**config.mk**
```make
export PLATFORM = sky130hd
export DESIGN_NAME = cigar_string_parser_unit
export DESIGN_NICKNAME = d
export VERILOG_FILES = /design/src/hdl/csp_pkg.sv /design/src/hdl/cigar_string_parser_unit.sv /design/src/hdl/csp_parse.sv /design/src/hdl/csp_rq.sv
export VERILOG_INCLUDE_DIRS = /design/src /design/src/hdl
export SDC_FILE = /design/constraint.sdc
export NUM_CORES = 1
export LEC_CHECK = 0
export ABC_AREA = 0
export BUFFER_PORTS_ARGS = -buffer_cell sky130_fd_sc_hd__buf_2
export CORE_UTILIZATION = 25
export CTS_BUF_LIST = sky130_fd_sc_hd__clkbuf_8
export DETAILED_ROUTE_END_ITERATION = 16
export SLEW_MARGIN = 20
export SYNTH_ARGS = -nofsm -noshare
export SYNTH_HDL_FRONTEND = slang
export SYNTH_SLANG_ARGS = --single-unit
```
**constraint.sdc**
```tcl
create_clock -name clk -period 7.5 [get_ports clk]
set_clock_uncertainty 0.1 [all_clocks]
set_input_delay 0 -clock clk [delete_from_list [all_inputs] [get_ports clk]]
set_output_delay 0 -clock clk [all_outputs]
set_load 0.02 [all_outputs]
```
**src/hdl/cigar_string_parser_unit_macros.svh**
```systemverilog
// Assertion macros for the CIGAR string parser.
// Each macro samples on clk and is disabled while arst_n is low.
`ifndef CIGAR_STRING_PARSER_UNIT_MACROS_SVH
`define CIGAR_STRING_PARSER_UNIT_MACROS_SVH

// The consequent must hold in the same cycle as the antecedent.
`define CSP_ASSERT_NOW(lbl, ante, cons) \
	lbl: assert property (@(posedge clk) disable iff (!arst_n) (ante) |-> (cons)) \
		else $error("csp assertion failed: same-cycle check");

// The consequent must hold in the cycle after the antecedent.
`define CSP_ASSERT_NEXT(lbl, ante, cons) \
	lbl: assert property (@(posedge clk) disable iff (!arst_n) (ante) |=> (cons)) \
		else $error("csp assertion failed: next-cycle check");

`endif

```
**src/hdl/csp_pkg.sv**
```systemverilog
// Shared types, codes and helpers for the CIGAR string parser.
// No dependencies; used by csp_parse, csp_rq and the top level.
`timescale 1ns / 1ps

package csp_pkg;

	localparam int SPAN_BITS_DEF = 32;
	localparam int COUNT_W = 28;
	localparam logic [COUNT_W-1:0] COUNT_MAX = '1;

	// Result queue geometry.
	localparam int RQ_DEPTH = 4;
	localparam int RQ_AW = 2;

	// ASCII characters of interest.
	localparam logic [7:0] CH_ZERO = 8'h30;
	localparam logic [7:0] CH_NINE = 8'h39;
	localparam logic [7:0] CH_M = 8'h4D;
	localparam logic [7:0] CH_I = 8'h49;
	localparam logic [7:0] CH_D = 8'h44;
	localparam logic [7:0] CH_S = 8'h53;
	localparam logic [7:0] CH_H = 8'h48;

	// Operator codes on the result stream.
	localparam logic [2:0] OP_M = 3'd0;
	localparam logic [2:0] OP_I = 3'd1;
	localparam logic [2:0] OP_D = 3'd2;
	localparam logic [2:0] OP_S = 3'd4;
	localparam logic [2:0] OP_H = 3'd5;

	localparam logic KIND_ELEM = 1'b0;
	localparam logic KIND_SUMMARY = 1'b1;

	typedef enum logic [1:0] {
		ERR_NONE  = 2'd0,
		ERR_DIGIT = 2'd1,
		ERR_OP    = 2'd2,
		ERR_END   = 2'd3
	} err_t;

	typedef struct packed {
		logic               kind;
		logic [2:0]         op_code;
		logic [COUNT_W-1:0] op_length;
		logic [31:0]        span_length;
		err_t               error_code;
		logic               run_end;
	} result_t;

	// Up to two results written into the queue per accepted byte.
	typedef struct packed {
		logic [1:0] n;
		result_t    a;
		result_t    b;
	} rq_push_t;

	// Bit 3 flags a known operator, bits 2:0 carry its code.
	function automatic logic [3:0] op_lookup(input logic [7:0] ch);
		logic [3:0] r;
		unique case (ch)
			CH_M:    r = {1'b1, OP_M};
			CH_I:    r = {1'b1, OP_I};
			CH_D:    r = {1'b1, OP_D};
			CH_S:    r = {1'b1, OP_S};
			CH_H:    r = {1'b1, OP_H};
			default: r = 4'd0;
		endcase
		return r;
	endfunction

endpackage

```
**src/hdl/cigar_string_parser_unit.sv**
```systemverilog
// CIGAR string parser: one text byte per beat in, element and summary records out.
// The records of a byte are written into the result queue as it is accepted and offered from its head.
// Throughput: one byte per cycle; a final byte that closes an element makes two
// records, but the byte before it makes none, so input stalls only while output stalls.
// Reset (arst_n low, asynchronous) clears the parse state and empties the result queue.
// Depends on csp_pkg, csp_parse, csp_rq and cigar_string_parser_unit_macros.svh.
`timescale 1ns / 1ps
`include "cigar_string_parser_unit_macros.svh"

module cigar_string_parser_unit
	import csp_pkg::*;
#(
	parameter int SPAN_BITS = SPAN_BITS_DEF
) (
	input  logic                clk,
	input  logic                arst_n,
	// Input channel: one character per beat.
	input  logic                in_valid,
	output logic                in_stall,
	input  logic [7:0]          text_byte,
	input  logic                final_byte,
	// Output channel: one record per beat.
	output logic                out_valid,
	input  logic                out_stall,
	output logic                result_kind,
	output logic [2:0]          op_code,
	output logic [COUNT_W-1:0]  op_length,
	output logic [31:0]         span_length,
	output logic [1:0]          error_code,
	output logic                run_end
);

	logic           in_fire;
	logic           out_fire;
	rq_push_t       push;
	result_t        head;
	logic [RQ_AW:0] level;

	// A byte can produce two records, so input is held off unless the queue
	// has room for two. The decision uses only registered occupancy, so it
	// does not depend on the incoming valid.
	assign in_stall = (level > (RQ_AW + 1)'(RQ_DEPTH - 2));
	assign in_fire  = in_valid && !in_stall;
	assign out_fire = out_valid && !out_stall;

	// The parser classifies the byte, updates the element count, the span and
	// the sticky error, and hands zero, one or two records to the queue in the
	// same cycle. The queue registers them, so the output is fully registered.
	csp_parse #(
		.SPAN_BITS (SPAN_BITS)
	) u_parse (
		.clk        (clk),
		.arst_n     (arst_n),
		.fire       (in_fire),
		.text_byte  (text_byte),
		.final_byte (final_byte),
		.push       (push)
	);

	csp_rq u_rq (
		.clk       (clk),
		.arst_n    (arst_n),
		.push      (push),
		.pop       (out_fire),
		.not_empty (out_valid),
		.level     (level),
		.head      (head)
	);

	assign result_kind = head.kind;
	assign op_code     = head.op_code;
	assign op_length   = head.op_length;
	assign span_length = head.span_length;
	assign error_code  = head.error_code;
	assign run_end     = head.run_end;

	// The queue never holds more records than it has entries.
	`CSP_ASSERT_NOW(a_rq_bound, 1'b1, level <= (RQ_AW + 1)'(RQ_DEPTH))
	// A summary record is always the last record of its byte.
	`CSP_ASSERT_NOW(a_summary_last, out_valid && result_kind == KIND_SUMMARY, run_end)
	// Element records never carry an error code.
	`CSP_ASSERT_NOW(a_elem_no_err, out_valid && result_kind == KIND_ELEM, error_code == ERR_NONE)
	// A final byte always leaves a record waiting in the next cycle.
	`CSP_ASSERT_NEXT(a_final_out, in_fire && final_byte, out_valid)

endmodule

```
**src/hdl/csp_parse.sv**
```systemverilog
// Byte classifier and parse state of the CIGAR string parser.
// Depends on csp_pkg; feeds result records to csp_rq.
`timescale 1ns / 1ps

module csp_parse
	import csp_pkg::*;
#(
	parameter int SPAN_BITS = SPAN_BITS_DEF
) (
	input  logic       clk,
	input  logic       arst_n,
	input  logic       fire,
	input  logic [7:0] text_byte,
	input  logic       final_byte,
	output rq_push_t   push
);

	localparam int SUM_W = ((SPAN_BITS > COUNT_W) ? SPAN_BITS : COUNT_W) + 1;
	localparam int EXT_W = (SPAN_BITS > 32) ? SPAN_BITS : 32;

	logic [COUNT_W-1:0]   count_q, count_n;
	logic                 digits_q, digits_n;
	logic [SPAN_BITS-1:0] span_q, span_n;
	err_t                 err_q, err_n;

	logic                 is_digit;
	logic [3:0]           op_info;
	logic [31:0]          prod;
	logic [COUNT_W-1:0]   count_sat;
	logic [SUM_W-1:0]     span_sum;
	logic [SPAN_BITS-1:0] span_sat;
	logic [EXT_W-1:0]     span_ext;
	logic                 elem_fire;
	result_t              elem_rec, sum_rec;

	assign is_digit = (text_byte >= CH_ZERO) && (text_byte <= CH_NINE);
	assign op_info  = op_lookup(text_byte);

	// count * 10 + digit; the count is below 2^28, so 32 bits hold it.
	assign prod = {1'b0, count_q, 3'b000} + {3'b000, count_q, 1'b0}
		+ 32'(text_byte - CH_ZERO);
	assign count_sat = (prod > 32'(COUNT_MAX)) ? COUNT_MAX : prod[COUNT_W-1:0];

	assign span_sum = SUM_W'(span_q) + SUM_W'(count_q);
	assign span_sat = (span_sum[SUM_W-1:SPAN_BITS] != '0) ? '1 : span_sum[SPAN_BITS-1:0];

	always_comb begin
		count_n   = count_q;
		digits_n  = digits_q;
		span_n    = span_q;
		err_n     = err_q;
		elem_fire = 1'b0;
		if (err_q == ERR_NONE) begin
			if (is_digit) begin
				count_n  = count_sat;
				digits_n = 1'b1;
				if (final_byte) begin
					err_n = ERR_END;
				end
			end else if (!digits_q) begin
				err_n = ERR_DIGIT;
			end else if (!op_info[3]) begin
				err_n = ERR_OP;
			end else begin
				if (op_info[2:0] == OP_M || op_info[2:0] == OP_D) begin
					span_n = span_sat;
				end
				elem_fire = 1'b1;
				count_n   = '0;
				digits_n  = 1'b0;
			end
		end
	end

	assign span_ext = EXT_W'(span_n);

	always_comb begin
		elem_rec.kind        = KIND_ELEM;
		elem_rec.op_code     = op_info[2:0];
		elem_rec.op_length   = count_q;
		elem_rec.span_length = span_ext[31:0];
		elem_rec.error_code  = ERR_NONE;
		elem_rec.run_end     = !final_byte;

		sum_rec.kind        = KIND_SUMMARY;
		sum_rec.op_code     = OP_M;
		sum_rec.op_length   = '0;
		sum_rec.span_length = span_ext[31:0];
		sum_rec.error_code  = err_n;
		sum_rec.run_end     = 1'b1;

		push.a = elem_fire ? elem_rec : sum_rec;
		push.b = sum_rec;
		if (!fire) begin
			push.n = 2'd0;
		end else begin
			push.n = 2'({1'b0, elem_fire} + {1'b0, final_byte});
		end
	end

	always_ff @(posedge clk or negedge arst_n) begin
		if (!arst_n) begin
			count_q  <= '0;
			digits_q <= 1'b0;
			span_q   <= '0;
			err_q    <= ERR_NONE;
		end else if (fire) begin
			if (final_byte) begin
				count_q  <= '0;
				digits_q <= 1'b0;
				span_q   <= '0;
				err_q    <= ERR_NONE;
			end else begin
				count_q  <= count_n;
				digits_q <= digits_n;
				span_q   <= span_n;
				err_q    <= err_n;
			end
		end
	end

endmodule

```
**src/hdl/csp_rq.sv**
```systemverilog
// Small result queue: takes up to two records per cycle, gives one.
// Depends on csp_pkg.
`timescale 1ns / 1ps

module csp_rq
	import csp_pkg::*;
(
	input  logic           clk,
	input  logic           arst_n,
	input  rq_push_t       push,
	input  logic           pop,
	output logic           not_empty,
	output logic [RQ_AW:0] level,
	output result_t        head
);

	result_t            mem_q [RQ_DEPTH];
	logic [RQ_AW-1:0]   wr_q, rd_q;
	logic [RQ_AW:0]     count_q;

	assign not_empty = (count_q != '0);
	assign level     = count_q;
	assign head      = mem_q[rd_q];

	always_ff @(posedge clk) begin
		if (push.n != 2'd0) begin
			mem_q[wr_q] <= push.a;
		end
		if (push.n == 2'd2) begin
			mem_q[wr_q + RQ_AW'(1)] <= push.b;
		end
	end

	always_ff @(posedge clk or negedge arst_n) begin
		if (!arst_n) begin
			wr_q    <= '0;
			rd_q    <= '0;
			count_q <= '0;
		end else begin
			wr_q    <= wr_q + RQ_AW'(push.n);
			rd_q    <= rd_q + RQ_AW'(pop);
			count_q <= count_q + (RQ_AW + 1)'(push.n) - (RQ_AW + 1)'(pop);
		end
	end

endmodule
```
# Word-level counts from Yosys, hierarchy flattened
# Memory sizes are Yosys's and may differ from the RTL's.
# Index checks and enable logic that the tools add are counted.
dict set report word_totals {
  regBits 70
  ramBits 268
  out_inout_bits 69
  word_cells 80
  n_memories 1
}
dict set report classes {
  addsub 10
  magnitude_cmp 4
  n_eq_ne 7
  muxes 35
  reduce_logical 16
}
# memory words width read_ports rd_ports_with_merged_regs write_ports line
set mem_list {}
lappend mem_list {u_rq.mem_q 4 67 1 0 2 csp_rq.sv:17} ;# result_t mem_q [RQ_DEPTH];
# operator n
set op_table {}
lappend op_table {{two-way mux 32 bit} 7}
lappend op_table {{two-way mux 28 bit} 6}
lappend op_table {{two-way mux 67 bit} 1}
lappend op_table {{equality test 8 x 7 -> 1 bit, second input constant} 5}
lappend op_table {{adder 32 x 28 -> 33 bit} 1}
lappend op_table {{adder 31 x 29 -> 32 bit} 1}
lappend op_table {{adder 32 bit} 1}
lappend op_table {{greater-than comparator 32 x 28 -> 1 bit, second input constant} 1}
lappend op_table {{one-hot mux 4 bit (5 select lines)} 1}
lappend op_table {{two-way mux 2 bit} 7}
lappend op_table {{two-way mux 1 bit} 13}
lappend op_table {{nonzero test 3 bit} 3}
lappend op_table {{subtractor 8 x 6 -> 9 bit, second input constant} 1}
lappend op_table {{greater-or-equal comparator 8 x 6 -> 1 bit, second input constant} 1}
lappend op_table {{<= comparator 8 x 6 -> 1 bit, second input constant} 1}
lappend op_table {{AND reduction 4 bit} 1}
lappend op_table {{nonzero test 2 bit} 2}
lappend op_table {{adder 3 x 2 -> 3 bit} 1}
lappend op_table {{equality test 3 x 2 -> 1 bit, second input constant} 1}
lappend op_table {{greater-than comparator 3 x 2 -> 1 bit, second input constant} 1}
lappend op_table {{logical AND 1 bit} 3}
lappend op_table {{zero test 1 bit} 3}
lappend op_table {{zero test 3 bit} 1}
lappend op_table {{subtractor 3 x 1 -> 3 bit} 1}
lappend op_table {{8 further kinds} 8}

# Logic depth before layout (Yosys ltp)
# Gate-level depths: netlist (run 1).
dict set report depth {
  depth_word 11
  ltp_mapped 16
  ltp_nobuf 14
}

# Hierarchy
# Synthesis (run 1) repeated with hierarchy kept, for this count alone.
dict set report hier_totals {
  hier_cells 1624
  hier_area_um2 20975.1
}
# module instances cells_each area_each_um2 seq_area_each_um2
set by_module_without_submodules {}
lappend by_module_without_submodules {csp_rq 1 686 13331.5 8222.9}
lappend by_module_without_submodules {csp_parse 1 934 7619.8 1576.5}
lappend by_module_without_submodules {cigar_string_parser_unit 1 4 23.8 0.0}

# Least setup slack after synthesis (run 1)
# OpenSTA, ideal clock, no wires.
dict set report synth_path {
  path_kind {input port to flip-flop}
  start {in text_byte[4]}
  end {reg u_parse.count_q[20]}
  arrival_time_ns 5.364
  path_slack_ns 1.912
  stages 13
  path_buffers 1
  cell_sequence {ha_1 > nor3_1 > fa_1 > ha_1 > a21oi_1 > a21oi_1 > nor3_1 > o31ai_4 > a211oi_1 > o211ai_1 > o41ai_4 > buf_6 > nand2_1}
}
dict set report synth_via {
  elab_chain_cells 7
}
# item line
set synth_lines {}
lappend synth_lines {{from (decl)} cigar_string_parser_unit.sv:20} ;# input logic [7:0] text_byte,
lappend synth_lines {{subtractor 8 x 6 -> 9 bit} csp_parse.sv:41} ;# + 32'(text_byte - CH_ZERO);
lappend synth_lines {{adder 32 bit} csp_parse.sv:41}
lappend synth_lines {{greater-than comparator 32 x 28 -> 1 bit} csp_parse.sv:42} ;# assign count_sat = (prod > 32'(COUNT_MAX)) ? COUNT_MAX : prod[COUNT_W-1:0];
lappend synth_lines {{two-way mux 28 bit} csp_parse.sv:42}
lappend synth_lines {{two-way mux 28 bit} csp_parse.sv:54} ;# if (is_digit) begin
lappend synth_lines {{two-way mux 28 bit} csp_parse.sv:53} ;# if (err_q == ERR_NONE) begin
lappend synth_lines {{two-way mux 28 bit} csp_parse.sv:108} ;# if (final_byte) begin
lappend synth_lines {{to (signal assigned)} csp_parse.sv:114} ;# count_q <= count_n;
lappend synth_lines {{to (decl)} csp_parse.sv:21} ;# logic [COUNT_W-1:0] count_q, count_n;
# Parallel ways exist; a longest one is shown, timed or not. The select of a mux whose other input is x is not followed.
# A chain may end at the register's enable or synchronous reset.

# Worst setup path in the final report (run 1)
dict set report layout_path {
  start {reg u_parse.count_q[0]}
  end {reg u_parse.count_q[18]}
}
dict set report layout_via {
  elab_chain_cells 7
}
# item line
set layout_lines {}
lappend layout_lines {{adder 31 x 29 -> 32 bit (*)} csp_parse.sv:40} ;# assign prod = {1'b0, count_q, 3'b000} + {3'b000, count_q, 1'b0}
lappend layout_lines {{adder 32 bit (*)} csp_parse.sv:41}
lappend layout_lines {{greater-than comparator 32 x 28 -> 1 bit} csp_parse.sv:42}
lappend layout_lines {{two-way mux 28 bit (*)} csp_parse.sv:42}
lappend layout_lines {{two-way mux 28 bit (*)} csp_parse.sv:54}
lappend layout_lines {{two-way mux 28 bit (*)} csp_parse.sv:53}
lappend layout_lines {{two-way mux 28 bit (*)} csp_parse.sv:108}
# Mark *: on every way between the ends. The rest lies on a longest branch, timed or not. The select of a mux whose other input is x is not followed.

==> metrics.cfg, run 1 <==
[logic_synthesis]
ys_ff_latch=338
synth.top_cell.area_share_pct=23.1
synth_cell_types=76
syn_avg_cell_area_sq_um=11.2
synth-edff-count=136
async_flop_share_pct=20.7
yosysSeqAreaShare_pct=47.9
synth-main-ff-cell=edfxtp_1
synthTopCellsByArea=edfxtp_1 (23%), dfxtp_1 (15%), dfrtp_1 (9.9%), mux4_2 (8.5%), a22o_1 (5.8%)
syn-num-nets=1696
synth.cell_area_sq_mm=0.0177
synth_top_cell_by_area=edfxtp_1
synth_cells=1584
yosysWarnings=0

[die]
num_rows=97
boundaryPins=82
start_util_pct=25.3
die_h_um=268
dieArea_sq_mm=0.0719
core_sq_mm=0.0700
die_w_um=268

[placed_design]
place_congestion=0.904
port_buffers=81
dp_hpwl_um=36200
place_area_sq_mm=0.0191

[worst_hold_path]
hp-start=text_byte[7]
min_path_type=in2reg
hold_depth=6
holdPathEnd=u_rq.mem_q[1][65]

[global_routing]
grt_pass1_wl_um=81500
grt_max_degree=71
grt_antenna_before_repair=4
overflow=0
grt_pass1_vias=13300
grt_usage_pct=14.9

[timing]
max_freq_ghz=0.219
period_needed_ps=4570
final-max-slew-violation-count=0
maxSlewHeadroom_pct=28.9
setup-tns-final_ps=0
worstMarginPinSlew_ps=1060
rsz0062_at_grt=no
whs_ps=44.2
setup_viol=0
period_share_pct=60.9
hold_viol_final=0

[clocking]
cts-root-buf=clkbuf_8
cts_sinks=338
clk_pin_slew_ps=70
cts_resized=0
cts_htree_levels=2
cts_buffers=55
cts_buffer_depth=3
clk_latency_ps=650
tritoncts=yes

[routing]
post-route-drc-count=0
wirelength_um=53200
avgRoutedWirePerCell_um=20.1
vias_per_cell=5.06
ant_nets=0
drtIter0Drc=1035
num_vias=13400
first_pass_iters=7

[critical_path]
slowest_stage=fa_1
path_cells=fa_1 -> inv_1 -> fa_1 -> nand2b_1 -> a21oi_1 -> o21ai_0 -> o31ai_4 -> a211o_1 -> o211ai_1 -> o41ai_4 -> buf_4 -> o211ai_1
critPathMaxFanout=26
critical_path_class=reg2reg
path_buf_inv=2
critPathLaunchType=flop
cp.required_ps=7900
timing.rr.start=u_parse.count_q[0]
regToRegEndpoint=u_parse.count_q[18]
r2r_cells=12
reg2reg_slack_ps=2930
path_delay_family=compound AO/OA/AOI/OAI gates
end_kind=flop
cp_slowest_stage_delay_ps=620
arrival_ps=4970

[layout]
diodes=0
fillers=7196
final_common_cell=nor2_1
final_nets=1775
area_delta_synth_final_pct=15.2
fin_area_sq_mm=0.0204
drive_above_1_share_pct=17.0
utilization_pct=29.1
final_cell_mix=nor2_1 (167), edfxtp_1 (136), dfxtp_1 (132)
regArea_sq_mm=0.00849
multi_input_area_sq_mm=0.00874

[power_and_ir_drop]
p_total_mw=5.65
ir_worst_vdd_mv=0.139
leakagePower_nw=8.15
powerDensity_mw_per_mm2=277

[run_status]
outcome=finished, final reports clean

[job]
cap_violations=0

==> power by group <==
part	switching (mW)	internal, mW	leakage (nW)	total (mW)
clock	0.763	0.875	0.639	1.64
combinational	1.03	0.683	4.24	1.71
sequential	0.264	2.04	3.28	2.31
total	2.05	3.60	8.15	5.65
==> repair_timing <==
action | in CTS | in global routing
buffers inserted | 0 | 0
endpoints found under the hold margin | 124 | 70
hold buffers | 10 | 1
==> area by class of cell <==
| type | count | share of cell area [%] |
|---|---|---|
| clock inverter | 32 | 0.957 |
| tap | 940 | 5.77 |
| multi-input combinational | 1106 | 42.9 |
| clock buffer | 67 | 4.52 |
| inverter | 48 | 0.884 |
| sequential | 338 | 41.6 |
| timing repair buffer | 114 | 3.37 |
==> per-layer routing <==
metal | up-vias | wire, um | global-route usage (%)
li1 | 6149 | - | -
met1 | 6678 | 23900 | 20.6
met2 | 481 | 24000 | 22.9
met3 | 78 | 3660 | 2.85
met4 | 8 | 1550 | 5.64
met5 | - | 46 | 0
==> state kept, by name, indices dropped and copies added (netlist names) <==
signal	flops
u_parse.count_q	28
u_parse.digits_q	1
u_parse.err_q	2
u_parse.span_q	32
u_rq.level	3
u_rq.mem_q	268
u_rq.rd_q	2
u_rq.wr_q	2
==> cells in the mapped netlist (19+ instances only) <==
| cell type | number |
|---|---|
| ha_1 | 70 |
| fa_1 | 29 |
| nor2_1 | 175 |
| a22o_1 | 117 |
| a22oi_1 | 19 |
| a21o_1 | 19 |
| dfxtp_1 | 132 |
| dfrtp_1 | 70 |
| xnor2_1 | 34 |
| nand3_1 | 19 |
| clkbuf_1 | 70 |
| nor3_1 | 46 |
| edfxtp_1 | 136 |
| mux4_2 | 67 |
| nand2_1 | 116 |
| inv_1 | 48 |
| o21ai_0 | 73 |
| a21oi_1 | 78 |
==> kinds of logic (layout without fill, tap and decap cells) <==
kind of cell | Yosys count | count (layout) | synth area share (%)
buffers and inverters | 140 | 261 | 3.17
multiplexers | 71 | 71 | 8.76
adder cells (fa/ha/maj) | 99 | 99 | 8.23
AND/OR/NAND/NOR | 443 | 443 | 11.3
XOR/XNOR | 49 | 49 | 2.42
AO/OA/AOI/OAI | 444 | 444 | 18.2
flip-flops | 338 | 338 | 47.9
==> how the worst max path moves through the flow <==
| stage | end | cells after the start | slack [ps] | start |
|---|---|---|---|---|
| after CTS | u_parse.count_q[18] | 12 | 2930 | u_parse.count_q[0] |
| after global placement | u_parse.count_q[3] | 15 | 2840 | text_byte[4] |
| after floorplan | u_parse.count_q[20] | 13 | 1910 | text_byte[4] |
| after detailed placement | u_rq.mem_q[1][32] | 14 | 2870 | text_byte[4] |
| final | u_parse.count_q[18] | 12 | 2930 | u_parse.count_q[0] |
| after global routing | u_parse.count_q[18] | 13 | 2660 | u_parse.count_q[6] |
==> stage by stage <==
stage | cells | worst slack, ps
after detailed placement | 2535 | 2870
after global placement | 2535 | 2840
after floorplan | 1584 | 1910
final | 2645 | 2930
after CTS | 2644 | 2930
after global routing | 2645 | 2660
==> worst min-delay path: cells and delay by family <==
| kind | cells | cell delay (ps) |
|---|---|---|
| AO/OA/AOI/OAI | 2 | 220 |
| buffers and inverters | 1 | 160 |
| AND/OR/NAND/NOR | 3 | 350 |
No activity file was read; power rests on OpenSTA's default activity.
==> run 2: changes to the inputs <==
==> constraint.sdc (replaced) <==
create_clock -name clk -period 4.3 [get_ports clk]
set_clock_uncertainty 0.1 [all_clocks]
set_input_delay 0 -clock clk [delete_from_list [all_inputs] [get_ports clk]]
set_output_delay 0 -clock clk [all_outputs]
set_load 0.02 [all_outputs]
==> run 2 against run 1 <==
  * Cell count increased by 1.8%
  * Register-to-register slack got worse by 2600 ps
  * Worst hold slack improved by 8.7 ps
  * Critical path depth increased by 1
  * Largest power group unchanged
==> metrics.cfg, run 2 (same netlist as run 1, synthesis figures left out) <==
[die]
dieArea_sq_mm=0.0719
die_w_um=268
boundaryPins=82
num_rows=97
die_h_um=268
core_sq_mm=0.0700
start_util_pct=25.3

[routing]
drtIter0Drc=1088
wirelength_um=51600
ant_nets=0
first_pass_iters=5
avgRoutedWirePerCell_um=19.2
post-route-drc-count=0
num_vias=13500
vias_per_cell=5.00

[power_and_ir_drop]
p_sw_share_pct=35.8
p_seq_share_pct=39.1
p_int_mw=6.58
powerDensity_mw_per_mm2=489
leakagePower_nw=8.49
pwr-share-clk_pct=30.5
switchingPower_mw=3.66
ir_worst_vdd_mv=0.231
p_comb_share_pct=30.4

[layout]
reg_top3=u_rq.mem_q: 268 flops, u_parse.span_q: 32 flops, u_parse.count_q: 28 flops
drive_above_1_share_pct=19.1
regArea_sq_mm=0.00849
final_cell_mix=nor2_1 (167), edfxtp_1 (136), dfxtp_1 (132)
multi_input_area_sq_mm=0.00872
regMostFlops=u_rq.mem_q
largest_reg_flops=268
area_delta_synth_final_pct=18.4
final_nets=1815
fillers=7169
final_common_cell=nor2_1

[critical_path]
path_buf_inv=3
crit_top_cell=inv_1
critical_path_class=reg2reg
end_kind=flop
critPathMaxFanout=15
slowest_stage=fa_1
path_delay_family=compound AO/OA/AOI/OAI gates
path_cells=inv_1 -> fa_1 -> inv_1 -> ha_1 -> and2_1 -> a221oi_1 -> a2111o_1 -> nand3_1 -> o21ai_0 -> a31oi_1 -> o41ai_4 -> buf_4 -> o211ai_1
cp.required_ps=4710
arrival_ps=4400
cp_slowest_stage_delay_ps=540
critPathLaunchType=flop

[clocking]
cts_htree_levels=2
clk_latency_ps=680
cts-root-buf=clkbuf_8
tritoncts=yes
cts_sinks=338
cts_buffer_depth=3
cts_resized=0
clk_pin_slew_ps=60
cts_buffers=57

[timing]
max_freq_ghz=0.250
period_share_pct=93.0
maxSlewHeadroom_pct=35.6
whs_ps=52.8
final-max-slew-violation-count=0
rsz0062_at_grt=no
setup-tns-final_ps=0
setup_viol=0
hold_viol_final=0
period_needed_ps=4000
worstMarginPinSlew_ps=967

[placed_design]
place_congestion=0.870
port_buffers=81
dp_hpwl_um=35000

[worst_hold_path]
min_path_type=in2reg

[global_routing]
grt_pass1_wl_um=79700
overflow=0
grt_max_degree=62
grt_antenna_before_repair=1
grt_pass1_vias=13500
grt_usage_pct=14.4

[job]
cap_violations=0

[run_status]
outcome=finished, final reports clean

[run 2: cell count changes in the layout (fill, tap and decap cells not counted), sizes merged, moves of 2 or more]
cell and delta:
bufinv +3, buf +40, dlygate4sd3 -2, inv +4, clkinv +3
[run 2: final timing paths]
check	start	cells after the start	to	slack [ps]
min in group asynchronous	arst_n	3	u_rq.level[0]	330
hold / removal	text_byte[7]	6	u_rq.mem_q[2][65]	50
setup reg to reg	u_parse.count_q[2]	13	u_parse.count_q[3]	300
hold reg to reg	u_rq.mem_q[2][65]	2	u_rq.mem_q[2][65]	350
max in group asynchronous	arst_n	4	u_parse.span_q[21]	3160
setup / recovery	u_parse.count_q[2]	13	u_parse.count_q[3]	300
[run 2: tightest hold or removal path, delay by kind of cell]
| family | cells | cell delay, ps |
|---|---|---|
| buffers and inverters | 1 | 180 |
| AO/OA/AOI/OAI | 2 | 200 |
| AND/OR/NAND/NOR | 3 | 380 |
[run 2: layout make-up]
cell class	count	area share, %
antenna	1	0.0119
clock inverter	41	1.60
sequential	338	40.5
timing repair buffer	152	5.41
tap	940	5.61
inverter	48	0.860
multi-input combinational	1106	41.6
clock buffer	67	4.40
[run 2: per-layer routing]
| metal | GRT usage, % | vias to the layer above | wire length, um |
|---|---|---|---|
| met5 | 0 | - | 0 |
| met4 | 3.80 | 0 | 849 |
| li1 | - | 6233 | - |
| met1 | 20.0 | 6757 | 23500 |
| met2 | 22.7 | 421 | 23800 |
| met3 | 2.84 | 54 | 3540 |
[run 2: stage by stage]
step / util, % / cells / instance area, sq um / total power [mW] / setup slack (ps)
3_3_place_gp: 28.0 / 2574 / 19600 / 7.16 / 282
5_1_grt: 29.9 / 2693 / 21000 / 10.8 / 85.0
6_report: 29.9 / 2693 / 21000 / 10.2 / 303
2_1_floorplan: - / 1584 / 17700 / 6.06 / 129
3_5_place_dp: 28.0 / 2574 / 19600 / 7.23 / 147
4_1_cts: 29.9 / 2692 / 21000 / 10.4 / 325
[run 2: power groups by stage]
stage / Combinational [mW] / Sequential [mW] / Clock [mW]
floorplan: 2.28 / 3.78 / 0
global route: 3.41 / 4.05 / 3.35
finish: 3.12 / 4.00 / 3.12
CTS: 3.17 / 4.02 / 3.20
global placement: 3.10 / 4.06 / 0
detailed placement: 3.15 / 4.08 / 0
[run 2: timing repair]
item | CTS | global route
hold buffers | 10 | 0
endpoints found under the hold margin | 128 | 0
setup buffers | 0 | 0
